--- src/sv/actr_pkg.sv ---
// package for the aes counter-mode random byte generator
// holds widths, the aes s-box, round constants and round helper functions
package actr_pkg;

    localparam int MAX_REQUEST_BYTES = 1024;
    localparam int COUNT_W = 11;
    localparam int VB_W = 5;
    localparam int BLK_W = COUNT_W - 4;
    localparam int FIFO_DEPTH = 2;

    // one queue entry: block count and valid bytes of the last block
    typedef struct packed {
        logic [BLK_W-1:0] blocks;
        logic [VB_W-1:0]  last_bytes;
    } t_job;

    function automatic logic [7:0] sbox(input logic [7:0] a);
        logic [7:0] t [256];
        t = '{
        8'h63,8'h7c,8'h77,8'h7b,8'hf2,8'h6b,8'h6f,8'hc5,8'h30,8'h01,8'h67,8'h2b,8'hfe,8'hd7,8'hab,8'h76,
        8'hca,8'h82,8'hc9,8'h7d,8'hfa,8'h59,8'h47,8'hf0,8'had,8'hd4,8'ha2,8'haf,8'h9c,8'ha4,8'h72,8'hc0,
        8'hb7,8'hfd,8'h93,8'h26,8'h36,8'h3f,8'hf7,8'hcc,8'h34,8'ha5,8'he5,8'hf1,8'h71,8'hd8,8'h31,8'h15,
        8'h04,8'hc7,8'h23,8'hc3,8'h18,8'h96,8'h05,8'h9a,8'h07,8'h12,8'h80,8'he2,8'heb,8'h27,8'hb2,8'h75,
        8'h09,8'h83,8'h2c,8'h1a,8'h1b,8'h6e,8'h5a,8'ha0,8'h52,8'h3b,8'hd6,8'hb3,8'h29,8'he3,8'h2f,8'h84,
        8'h53,8'hd1,8'h00,8'hed,8'h20,8'hfc,8'hb1,8'h5b,8'h6a,8'hcb,8'hbe,8'h39,8'h4a,8'h4c,8'h58,8'hcf,
        8'hd0,8'hef,8'haa,8'hfb,8'h43,8'h4d,8'h33,8'h85,8'h45,8'hf9,8'h02,8'h7f,8'h50,8'h3c,8'h9f,8'ha8,
        8'h51,8'ha3,8'h40,8'h8f,8'h92,8'h9d,8'h38,8'hf5,8'hbc,8'hb6,8'hda,8'h21,8'h10,8'hff,8'hf3,8'hd2,
        8'hcd,8'h0c,8'h13,8'hec,8'h5f,8'h97,8'h44,8'h17,8'hc4,8'ha7,8'h7e,8'h3d,8'h64,8'h5d,8'h19,8'h73,
        8'h60,8'h81,8'h4f,8'hdc,8'h22,8'h2a,8'h90,8'h88,8'h46,8'hee,8'hb8,8'h14,8'hde,8'h5e,8'h0b,8'hdb,
        8'he0,8'h32,8'h3a,8'h0a,8'h49,8'h06,8'h24,8'h5c,8'hc2,8'hd3,8'hac,8'h62,8'h91,8'h95,8'he4,8'h79,
        8'he7,8'hc8,8'h37,8'h6d,8'h8d,8'hd5,8'h4e,8'ha9,8'h6c,8'h56,8'hf4,8'hea,8'h65,8'h7a,8'hae,8'h08,
        8'hba,8'h78,8'h25,8'h2e,8'h1c,8'ha6,8'hb4,8'hc6,8'he8,8'hdd,8'h74,8'h1f,8'h4b,8'hbd,8'h8b,8'h8a,
        8'h70,8'h3e,8'hb5,8'h66,8'h48,8'h03,8'hf6,8'h0e,8'h61,8'h35,8'h57,8'hb9,8'h86,8'hc1,8'h1d,8'h9e,
        8'he1,8'hf8,8'h98,8'h11,8'h69,8'hd9,8'h8e,8'h94,8'h9b,8'h1e,8'h87,8'he9,8'hce,8'h55,8'h28,8'hdf,
        8'h8c,8'ha1,8'h89,8'h0d,8'hbf,8'he6,8'h42,8'h68,8'h41,8'h99,8'h2d,8'h0f,8'hb0,8'h54,8'hbb,8'h16};
        return t[a];
    endfunction

    function automatic logic [7:0] rcon(input logic [3:0] i);
        logic [7:0] r;
        unique case (i)
            4'd0: r = 8'h01;
            4'd1: r = 8'h02;
            4'd2: r = 8'h04;
            4'd3: r = 8'h08;
            4'd4: r = 8'h10;
            4'd5: r = 8'h20;
            4'd6: r = 8'h40;
            4'd7: r = 8'h80;
            4'd8: r = 8'h1b;
            4'd9: r = 8'h36;
            default: r = 8'h00;
        endcase
        return r;
    endfunction

    function automatic logic [7:0] xtime(input logic [7:0] x);
        return {x[6:0], 1'b0} ^ (x[7] ? 8'h1b : 8'h00);
    endfunction

    // state byte i sits in bits 8i+7:8i
    function automatic logic [127:0] aes_round(input logic [127:0] s, input logic final_rnd);
        logic [7:0] t [16];
        logic [127:0] o;
        logic [7:0] a0, a1, a2, a3, al;
        for (int c = 0; c < 4; c++) begin
            for (int r = 0; r < 4; r++) begin
                t[4*c+r] = sbox(s[8*(4*((c+r)%4)+r) +: 8]);
            end
        end
        for (int c = 0; c < 4; c++) begin
            a0 = t[4*c]; a1 = t[4*c+1]; a2 = t[4*c+2]; a3 = t[4*c+3];
            al = a0 ^ a1 ^ a2 ^ a3;
            if (final_rnd) begin
                o[32*c +: 32] = {a3, a2, a1, a0};
            end else begin
                o[32*c +: 8]    = a0 ^ al ^ xtime(a0 ^ a1);
                o[32*c+8 +: 8]  = a1 ^ al ^ xtime(a1 ^ a2);
                o[32*c+16 +: 8] = a2 ^ al ^ xtime(a2 ^ a3);
                o[32*c+24 +: 8] = a3 ^ al ^ xtime(a3 ^ a0);
            end
        end
        return o;
    endfunction

    // key word w (byte 4c in top bits) to state byte order
    function automatic logic [127:0] key_to_state(input logic [127:0] k);
        logic [127:0] o;
        for (int c = 0; c < 4; c++) begin
            for (int r = 0; r < 4; r++) begin
                o[8*(4*c+r) +: 8] = k[32*(3-c) + 24 - 8*r +: 8];
            end
        end
        return o;
    endfunction

    // next round key, words packed {w0,w1,w2,w3}
    function automatic logic [127:0] next_key(input logic [127:0] k, input logic [3:0] i);
        logic [31:0] w0, w1, w2, w3, t;
        w0 = k[127:96]; w1 = k[95:64]; w2 = k[63:32]; w3 = k[31:0];
        t = {sbox(w3[23:16]), sbox(w3[15:8]), sbox(w3[7:0]), sbox(w3[31:24])}
            ^ {rcon(i), 24'h0};
        w0 = w0 ^ t;
        w1 = w1 ^ w0;
        w2 = w2 ^ w1;
        w3 = w3 ^ w2;
        return {w0, w1, w2, w3};
    endfunction

endpackage

--- src/sv/actr_front.sv ---
// front end: takes requests, saturates and turns them into block jobs
// depends on actr_pkg
module actr_front import actr_pkg::*; (
    input  logic               i_clk,
    input  logic               i_rst_n,
    input  logic               i_valid,
    output logic               o_stall,
    input  logic [COUNT_W-1:0] i_byte_count,
    output logic               o_job_valid,
    output t_job               o_job,
    input  logic               i_job_take
);
    t_job r_mem [FIFO_DEPTH];
    logic r_wp, r_rp;
    logic [1:0] r_cnt;
    logic [COUNT_W-1:0] n_sat;
    t_job n_job;
    logic push, pop;

    always_comb begin
        n_sat = (i_byte_count > COUNT_W'(MAX_REQUEST_BYTES)) ?
            COUNT_W'(MAX_REQUEST_BYTES) : i_byte_count;
        if (n_sat == '0) begin
            n_job.blocks = BLK_W'(1);
            n_job.last_bytes = '0;
        end else begin
            n_job.blocks = BLK_W'((n_sat + COUNT_W'(15)) >> 4);
            n_job.last_bytes = (n_sat[3:0] == 4'd0) ? VB_W'(16) : VB_W'(n_sat[3:0]);
        end
    end

    assign o_stall = (r_cnt == 2'd2);
    assign push = i_valid && !o_stall;
    assign pop = i_job_take && o_job_valid;
    assign o_job_valid = (r_cnt != 2'd0);
    assign o_job = r_mem[r_rp];

    always_ff @(posedge i_clk) begin
        if (push) r_mem[r_wp] <= n_job;
        if (!i_rst_n) begin
            r_wp <= 1'b0;
            r_rp <= 1'b0;
            r_cnt <= '0;
        end else begin
            if (push) r_wp <= ~r_wp;
            if (pop) r_rp <= ~r_rp;
            r_cnt <= r_cnt + 2'(push) - 2'(pop);
        end
    end
endmodule

--- config.mk ---
export PLATFORM = sky130hd
export DESIGN_NAME = actr_front
export DESIGN_NICKNAME = d
export VERILOG_FILES = /design/src/sv/actr_pkg.sv /design/src/sv/actr_front.sv
export SDC_FILE = /design/constraint.sdc
export NUM_CORES = 1
export LEC_CHECK = 0
export BUFFER_PORTS_ARGS = -buffer_cell sky130_fd_sc_hd__buf_2
export CELL_PAD_IN_SITES_DETAIL_PLACEMENT = 1
export CELL_PAD_IN_SITES_GLOBAL_PLACEMENT = 2
export CORE_UTILIZATION = 32
export DETAILED_ROUTE_END_ITERATION = 10
export PLACE_DENSITY_LB_ADDON = 0.1
export SLEW_MARGIN = 20
export SYNTH_ARGS = -nofsm -noshare
export SYNTH_HDL_FRONTEND = slang
export SYNTH_SLANG_ARGS = --single-unit
export TNS_END_PERCENT = 30
--- constraint.sdc ---
create_clock -name i_clk -period 1.4 [get_ports i_clk]
set_input_delay 0.21 -clock i_clk [delete_from_list [all_inputs] [get_ports i_clk]]
set_output_delay 0.21 -clock i_clk [all_outputs]
set_load 0.03 [all_outputs]
==> flow_metrics.tcl, run 1 <==
set metrics [dict create \
    cts-htree-levels 2 \
    place_area_um2 1617 \
    syn2layout_area_growth_pct 45.08 \
    rr_startpoint "r_cnt[1]$_SDFF_PN0_" \
    core_um2 3799 \
    antenna_left 0 \
    avgSynthCellArea_um2 13.35 \
    wire_per_inst_um 15.03 \
    port_buffers 28 \
    ys_ff_latch 29 \
    dp_worst_setup_slack_ps -136.6 \
    numCtsBuffers 5 \
    via_count 914 \
    cap_violations 0 \
    design_area_um2 1917 \
    critPathCaptureType "flip-flop" \
    globalRouteOverflowTotal 0 \
    clock-root-buffer "clkbuf_8" \
    io_pins 29 \
    whs_ps 153.5 \
    post_drt_via_cell_ratio 4.711 \
    clkSinkCount 29 \
    min_to "r_cnt[0]$_SDFF_PN0_" \
    antenna_found_initial 0 \
    synth_nets 116 \
    ys_types 30 \
    synth-warning-count 0 \
    critPathLaunchType "flip-flop" \
    min-delay-start "i_rst_n" \
    drive_above_1_share 0.5137 \
    path_clk_slew_ps 60 \
    drc 0 \
    relSlewSlack 0.7673 \
    ff2ff_path_depth 7 \
    max_freq_ghz 0.6462 \
    arrival_ps 1750 \
    globalplace.congestion 0.7651 \
    synth_async_sr_flop_share 0 \
    core.rowCount 22 \
    hold_path.class "in -> reg" \
    skew_ps 4.246 \
    drtPass1Iterations 4 \
    tritoncts "yes" \
    dieArea_um2 4390 \
    antenna_cells 0 \
    outcome "complete, but fails checks" \
    rsz0062_at_grt "true" \
    synth_edf_count 24 \
    die_h_um 66.26 \
    nNetsFinal 162 \
    power_density_nw_per_um2 1853 \
    r2r_setup_slack_ps -150 \
    track_usage 0.1468 \
    clockBufferDepth 2 \
    clk_latency_ps 280 \
    grt_pass1_vias 955 \
    hpwl_um 2045 \
    cp_max_fo 4 \
    hold_depth 2 \
    total_power_uw 3551 \
    min_period_ps 1547 \
    setup_viol_count_final 25 \
    max-vdd-ir-drop_mv 0.9877 \
    fill_cells 395 \
    required_ps 1600 \
    synth_area_um2 1321 \
    start_util 0.3478 \
    drt_iter0_drc 24 \
    drv_slew 0 \
    r2r-end "r_cnt[1]$_SDFF_PN0_" \
    ctsHoldBuffers 0 \
    grt_pass1_wl_um 4519 \
    post-route-period-util 1.105 \
    die_w_um 66.26 \
    yosys_most_used_dff "edfxtp_1" \
    critPathKind "reg -> reg" \
    ys_seq_area_frac 0.6212 \
    hold_violations 0 \
    routed_wl_um 2916 \
    synthCells 99 \
    grt_max_degree 14 \
    leakage_uw 0.0007912 \
    violations "negative setup slack" \
    setup_ws_ps -147.5 \
    tightest_slew_ps 347.8 \
]
cells by family after synthesis:
group,after synthesis,synth area share
flops,29,0.6212
compound gates,13,0.07481
buf+inv,11,0.03124
mux,13,0.1108
fa+ha+maj,2,0.01894
simple gates,28,0.1231
xor+xnor,3,0.01989
cell usage after synthesis (2+ instances only):
cell type,count,area (um2)
nor2b_1,5,31.28
xnor2_1,2,17.52
mux2_2,12,135.1
nand2b_1,2,12.51
inv_1,9,33.78
nor2_1,6,22.52
nand2_1,2,7.510
or4_1,2,15.01
edfxtp_1,24,720.7
and2_1,2,12.51
a21oi_1,5,25.02
or3_1,3,18.77
dfxtp_1,5,100.1
o21ai_0,3,15.01
ha_1,2,25.02
worst max-delay path, stage by stage, from the launching register on:
cell,delay (ps)
dfxtp_4,360
o21a_1,210
ha_4,270
inv_2,40
ha_4,150
xor2_1,160
and2_1,150
nor3_2,140
registers in the layout (all words and copies together), names as in the netlist, named ones only:
name,cells
r_rp,1
r_cnt,2
r_wp,1
r_mem,24
area by class of cell:
cell class              count  area [um2]  share of cell area
flip-flops and latches     29       827.0              0.4315
multi-input cells          59       549.3              0.2866
repair buffers             40       340.3              0.1775
clock buffers               6       82.58             0.04308
well taps                  48       60.06             0.03133
inverters                   9       41.29             0.02154
clock inverters             2       8.758            0.004569
repair inverters            1       7.507            0.003916
placed cells by master (no fill, tap or decap), types with 2 or more instances in the layout:
cell type | netlist | routed
buf_6 | 0 | 14
o21ai_0 | 3 | 3
ha_4 | 0 | 2
clkbuf_8 | 0 | 6
and2_1 | 2 | 2
or4_1 | 2 | 2
inv_1 | 9 | 6
dfxtp_2 | 0 | 2
mux2_4 | 0 | 12
buf_2 | 0 | 15
nor2b_1 | 5 | 5
nor2_1 | 6 | 6
xnor2_1 | 2 | 2
a21oi_1 | 5 | 5
buf_12 | 0 | 2
or3_1 | 3 | 2
dfxtp_1 | 5 | 2
buf_4 | 0 | 9
edfxtp_1 | 24 | 24
report_power, final:
group          switching (uW)  internal (uW)
clock                     302            388
sequential               74.1           1130
combinational             823            830
total                    1200           2350
metrics by stage:
step	setup TNS (ps)	std cells	util
4_1_cts	-1080	192	0.4875
5_1_grt	-2187	194	0.5046
2_1_floorplan	-620.6	99	-
6_report	-984.2	194	0.5046
3_5_place_dp	-2247	183	0.4256
3_3_place_gp	-1141	183	0.4256
per-layer routing:
layer  up-vias  part of all wire  wire [um]  global-route usage
met5         -                 0          0                   0
met4         0             0.013         38             0.05585
met3         5             0.044        128             0.05000
met2        22              0.47       1366              0.2258
met1       436              0.47       1383              0.1884
li1        451                 -          -                   -
worst max-delay path by stage:
stage | to | cells past startpoint | from | slack, ps
6_report | r_cnt[1]$_SDFF_PN0_ | 7 | r_cnt[1]$_SDFF_PN0_ | -150
5_1_grt | r_cnt[1]$_SDFF_PN0_ | 7 | r_cnt[1]$_SDFF_PN0_ | -220
4_1_cts | r_cnt[1]$_SDFF_PN0_ | 8 | r_cnt[0]$_SDFF_PN0_ | -110
3_5_place_dp | r_cnt[1]$_SDFF_PN0_ | 8 | r_cnt[0]$_SDFF_PN0_ | -140
3_3_place_gp | r_cnt[1]$_SDFF_PN0_ | 8 | r_cnt[0]$_SDFF_PN0_ | -90
2_1_floorplan | r_mem[0][0]$_DFFE_PP_ | 4 | r_cnt[0]$_SDFF_PN0_ | -50
timing repair:
item | in CTS | in global routing
resized for setup | 43 | 11
gates cloned | 1 | 0
pin swaps | 0 | 7
setup endpoints to repair | 26 | 27
buffers inserted | 0 | 3
Note: power is estimated with default switching activity, not from simulation.
==> run 2: changes to the inputs <==
==> constraint.sdc (replaced) <==
create_clock -name i_clk -period 1.4 [get_ports i_clk]
set_input_delay 0.07 -clock i_clk [delete_from_list [all_inputs] [get_ports i_clk]]
set_output_delay 0.07 -clock i_clk [all_outputs]
set_load 0.03 [all_outputs]
==> flow_metrics.tcl, run 2 (synthesis gave the netlist of run 1 again) <==
set metrics [dict create \
    max_freq_ghz 0.6497 \
    port_buffers 28 \
    globalRouteOverflowTotal 0 \
    critPathKind "reg -> reg" \
    grt_pass1_wl_um 4540 \
    swShare 0.3532 \
    antenna_left 0 \
    tritoncts "yes" \
    clockPowerShare 0.202 \
    critPathLaunchType "flip-flop" \
    cap_violations 0 \
    cp_top_family "adder cells" \
    critPathMaxStageDelay_ps 350 \
    antenna_found_initial 0 \
    clockBufferDepth 2 \
    critPathCaptureType "flip-flop" \
    setup_ws_ps -139.2 \
    final_cell_mix "buf_2 (26), edfxtp_1 (24), mux2_2 (12)" \
    core_um2 3799 \
    antenna_cells 0 \
    post-route-period-util 1.099 \
    violations "negative setup slack" \
    internal_power_uw 2061 \
    cts-htree-levels 2 \
    top_usage_layer "met2" \
    worst-path-buf-inv 1 \
    nNetsFinal 162 \
    tightest_slew_ps 395.5 \
    whs_ps 21.31 \
    drc 0 \
    clock-root-buffer "clkbuf_8" \
    dp_cells 182 \
    die_h_um 66.26 \
    dp_worst_setup_slack_ps -185.0 \
    largest-register "r_mem" \
    arrival_ps 1700 \
    hpwl_um 2036 \
    globalplace.congestion 0.7733 \
    required_ps 1560 \
    die_w_um 66.26 \
    largest_register_ffs 24 \
    grtUsageMet3 0.03448 \
    min_period_ps 1539 \
    post_drt_via_cell_ratio 4.804 \
    start_util 0.3478 \
    routed_wl_um 2853 \
    drtPass1Iterations 4 \
    numCtsBuffers 5 \
    clkSinkCount 29 \
    total_power_uw 3186 \
    grt_pass1_vias 954 \
    crit_slowest_cell "dfxtp_2" \
    stdcell_count 194 \
    drv_slew 0 \
    p_comb_frac 0.423 \
    crit_chain "o21a_1 > ha_1 > inv_1 > ha_2 > xor2_2 > and2_4 > nor3_2" \
    outcome "complete, but fails checks" \
    grt_util_met1 0.1704 \
    pwr-share-seq 0.375 \
    max-vdd-ir-drop_mv 0.8179 \
    grt_max_degree 14 \
    via_count 932 \
    io_pins 29 \
    final_util 0.4631 \
    gr-usage-met2 0.2526 \
    ctsHoldBuffers 0 \
    drive_above_1_share 0.5068 \
    layout_commonest_cell "buf_2" \
    relSlewSlack 0.7354 \
    skew_ps 4.799 \
    hold_violations 0 \
    p_sw_uw 1125 \
    dieArea_um2 4390 \
    core.rowCount 22 \
    wire_per_inst_um 14.71 \
    power_density_nw_per_um2 1811 \
    path_clk_slew_ps 60 \
    track_usage 0.1471 \
    syn2layout_area_growth_pct 33.14 \
    drt_iter0_drc 22 \
    clk_latency_ps 280 \
    rsz0062_at_grt "true" \
    leakage_uw 0.0007236 \
    top_regs "r_mem (24), r_cnt (2)" \
    cp_max_fo 4 \
    setup_viol_count_final 13 \
    hold_path.class "in -> reg" \
]
==> run 2: cell type report <==
type	count	area (um2)
fillers	412	2039
flip-flops and latches	29	823.3
multi-input cells	59	491.7
repair buffers	40	255.2
clock buffers	6	72.57
well taps	48	60.06
inverters	9	38.79
clock inverters	2	10.01
repair inverters	1	7.507
==> run 2: stage by stage <==
stage	setup TNS, ps	cell area [um2]
global route	-2155	1759
finish	-1144	1759
global placement	-647.5	1597
floorplan	-620.6	1324
detailed placement	-1421	1597
CTS	-455.2	1723
==> run 2: worst paths after layout <==
check                                    startpoint                   to  slack (ps)  depth (start not counted)
worst max register to register  r_cnt[1]$_SDFF_PN0_  r_cnt[1]$_SDFF_PN0_        -140                          7
worst min register to register    r_rp$_SDFFE_PN0P_            flip-flop         510                          2
worst min-delay path                        i_rst_n  r_cnt[0]$_SDFF_PN0_          20                          2
worst max-delay path            r_cnt[1]$_SDFF_PN0_  r_cnt[1]$_SDFF_PN0_        -140                          7
==> run 2: metal layers <==
layer | part of all wire | vias up | routed length (um)
met1 | 0.43 | 445 | 1220
met3 | 0.044 | 9 | 125
met5 | 0 | - | 0
li1 | - | 455 | -
met4 | 0.020 | 0 | 58
met2 | 0.51 | 23 | 1449
==> run 2: what timing repair did <==
action | 4_1_cts | 5_1_grt
endpoints found under the setup margin | 25 | 26
gates cloned | 1 | 0
resized for setup | 7 | 9
buffers inserted | 2 | 1
pin swaps | 3 | 1
==> run 2: power groups by stage <==
| stage | clock [uW] | combinational, uW | sequential (uW) |
|---|---|---|---|
| 2_1_floorplan | 0 | 788 | 1180 |
| 3_3_place_gp | 0 | 1160 | 1180 |
| 3_5_place_dp | 0 | 1190 | 1200 |
| 4_1_cts | 669 | 1280 | 1190 |
| 5_1_grt | 689 | 1450 | 1220 |
| 6_report | 644 | 1350 | 1190 |
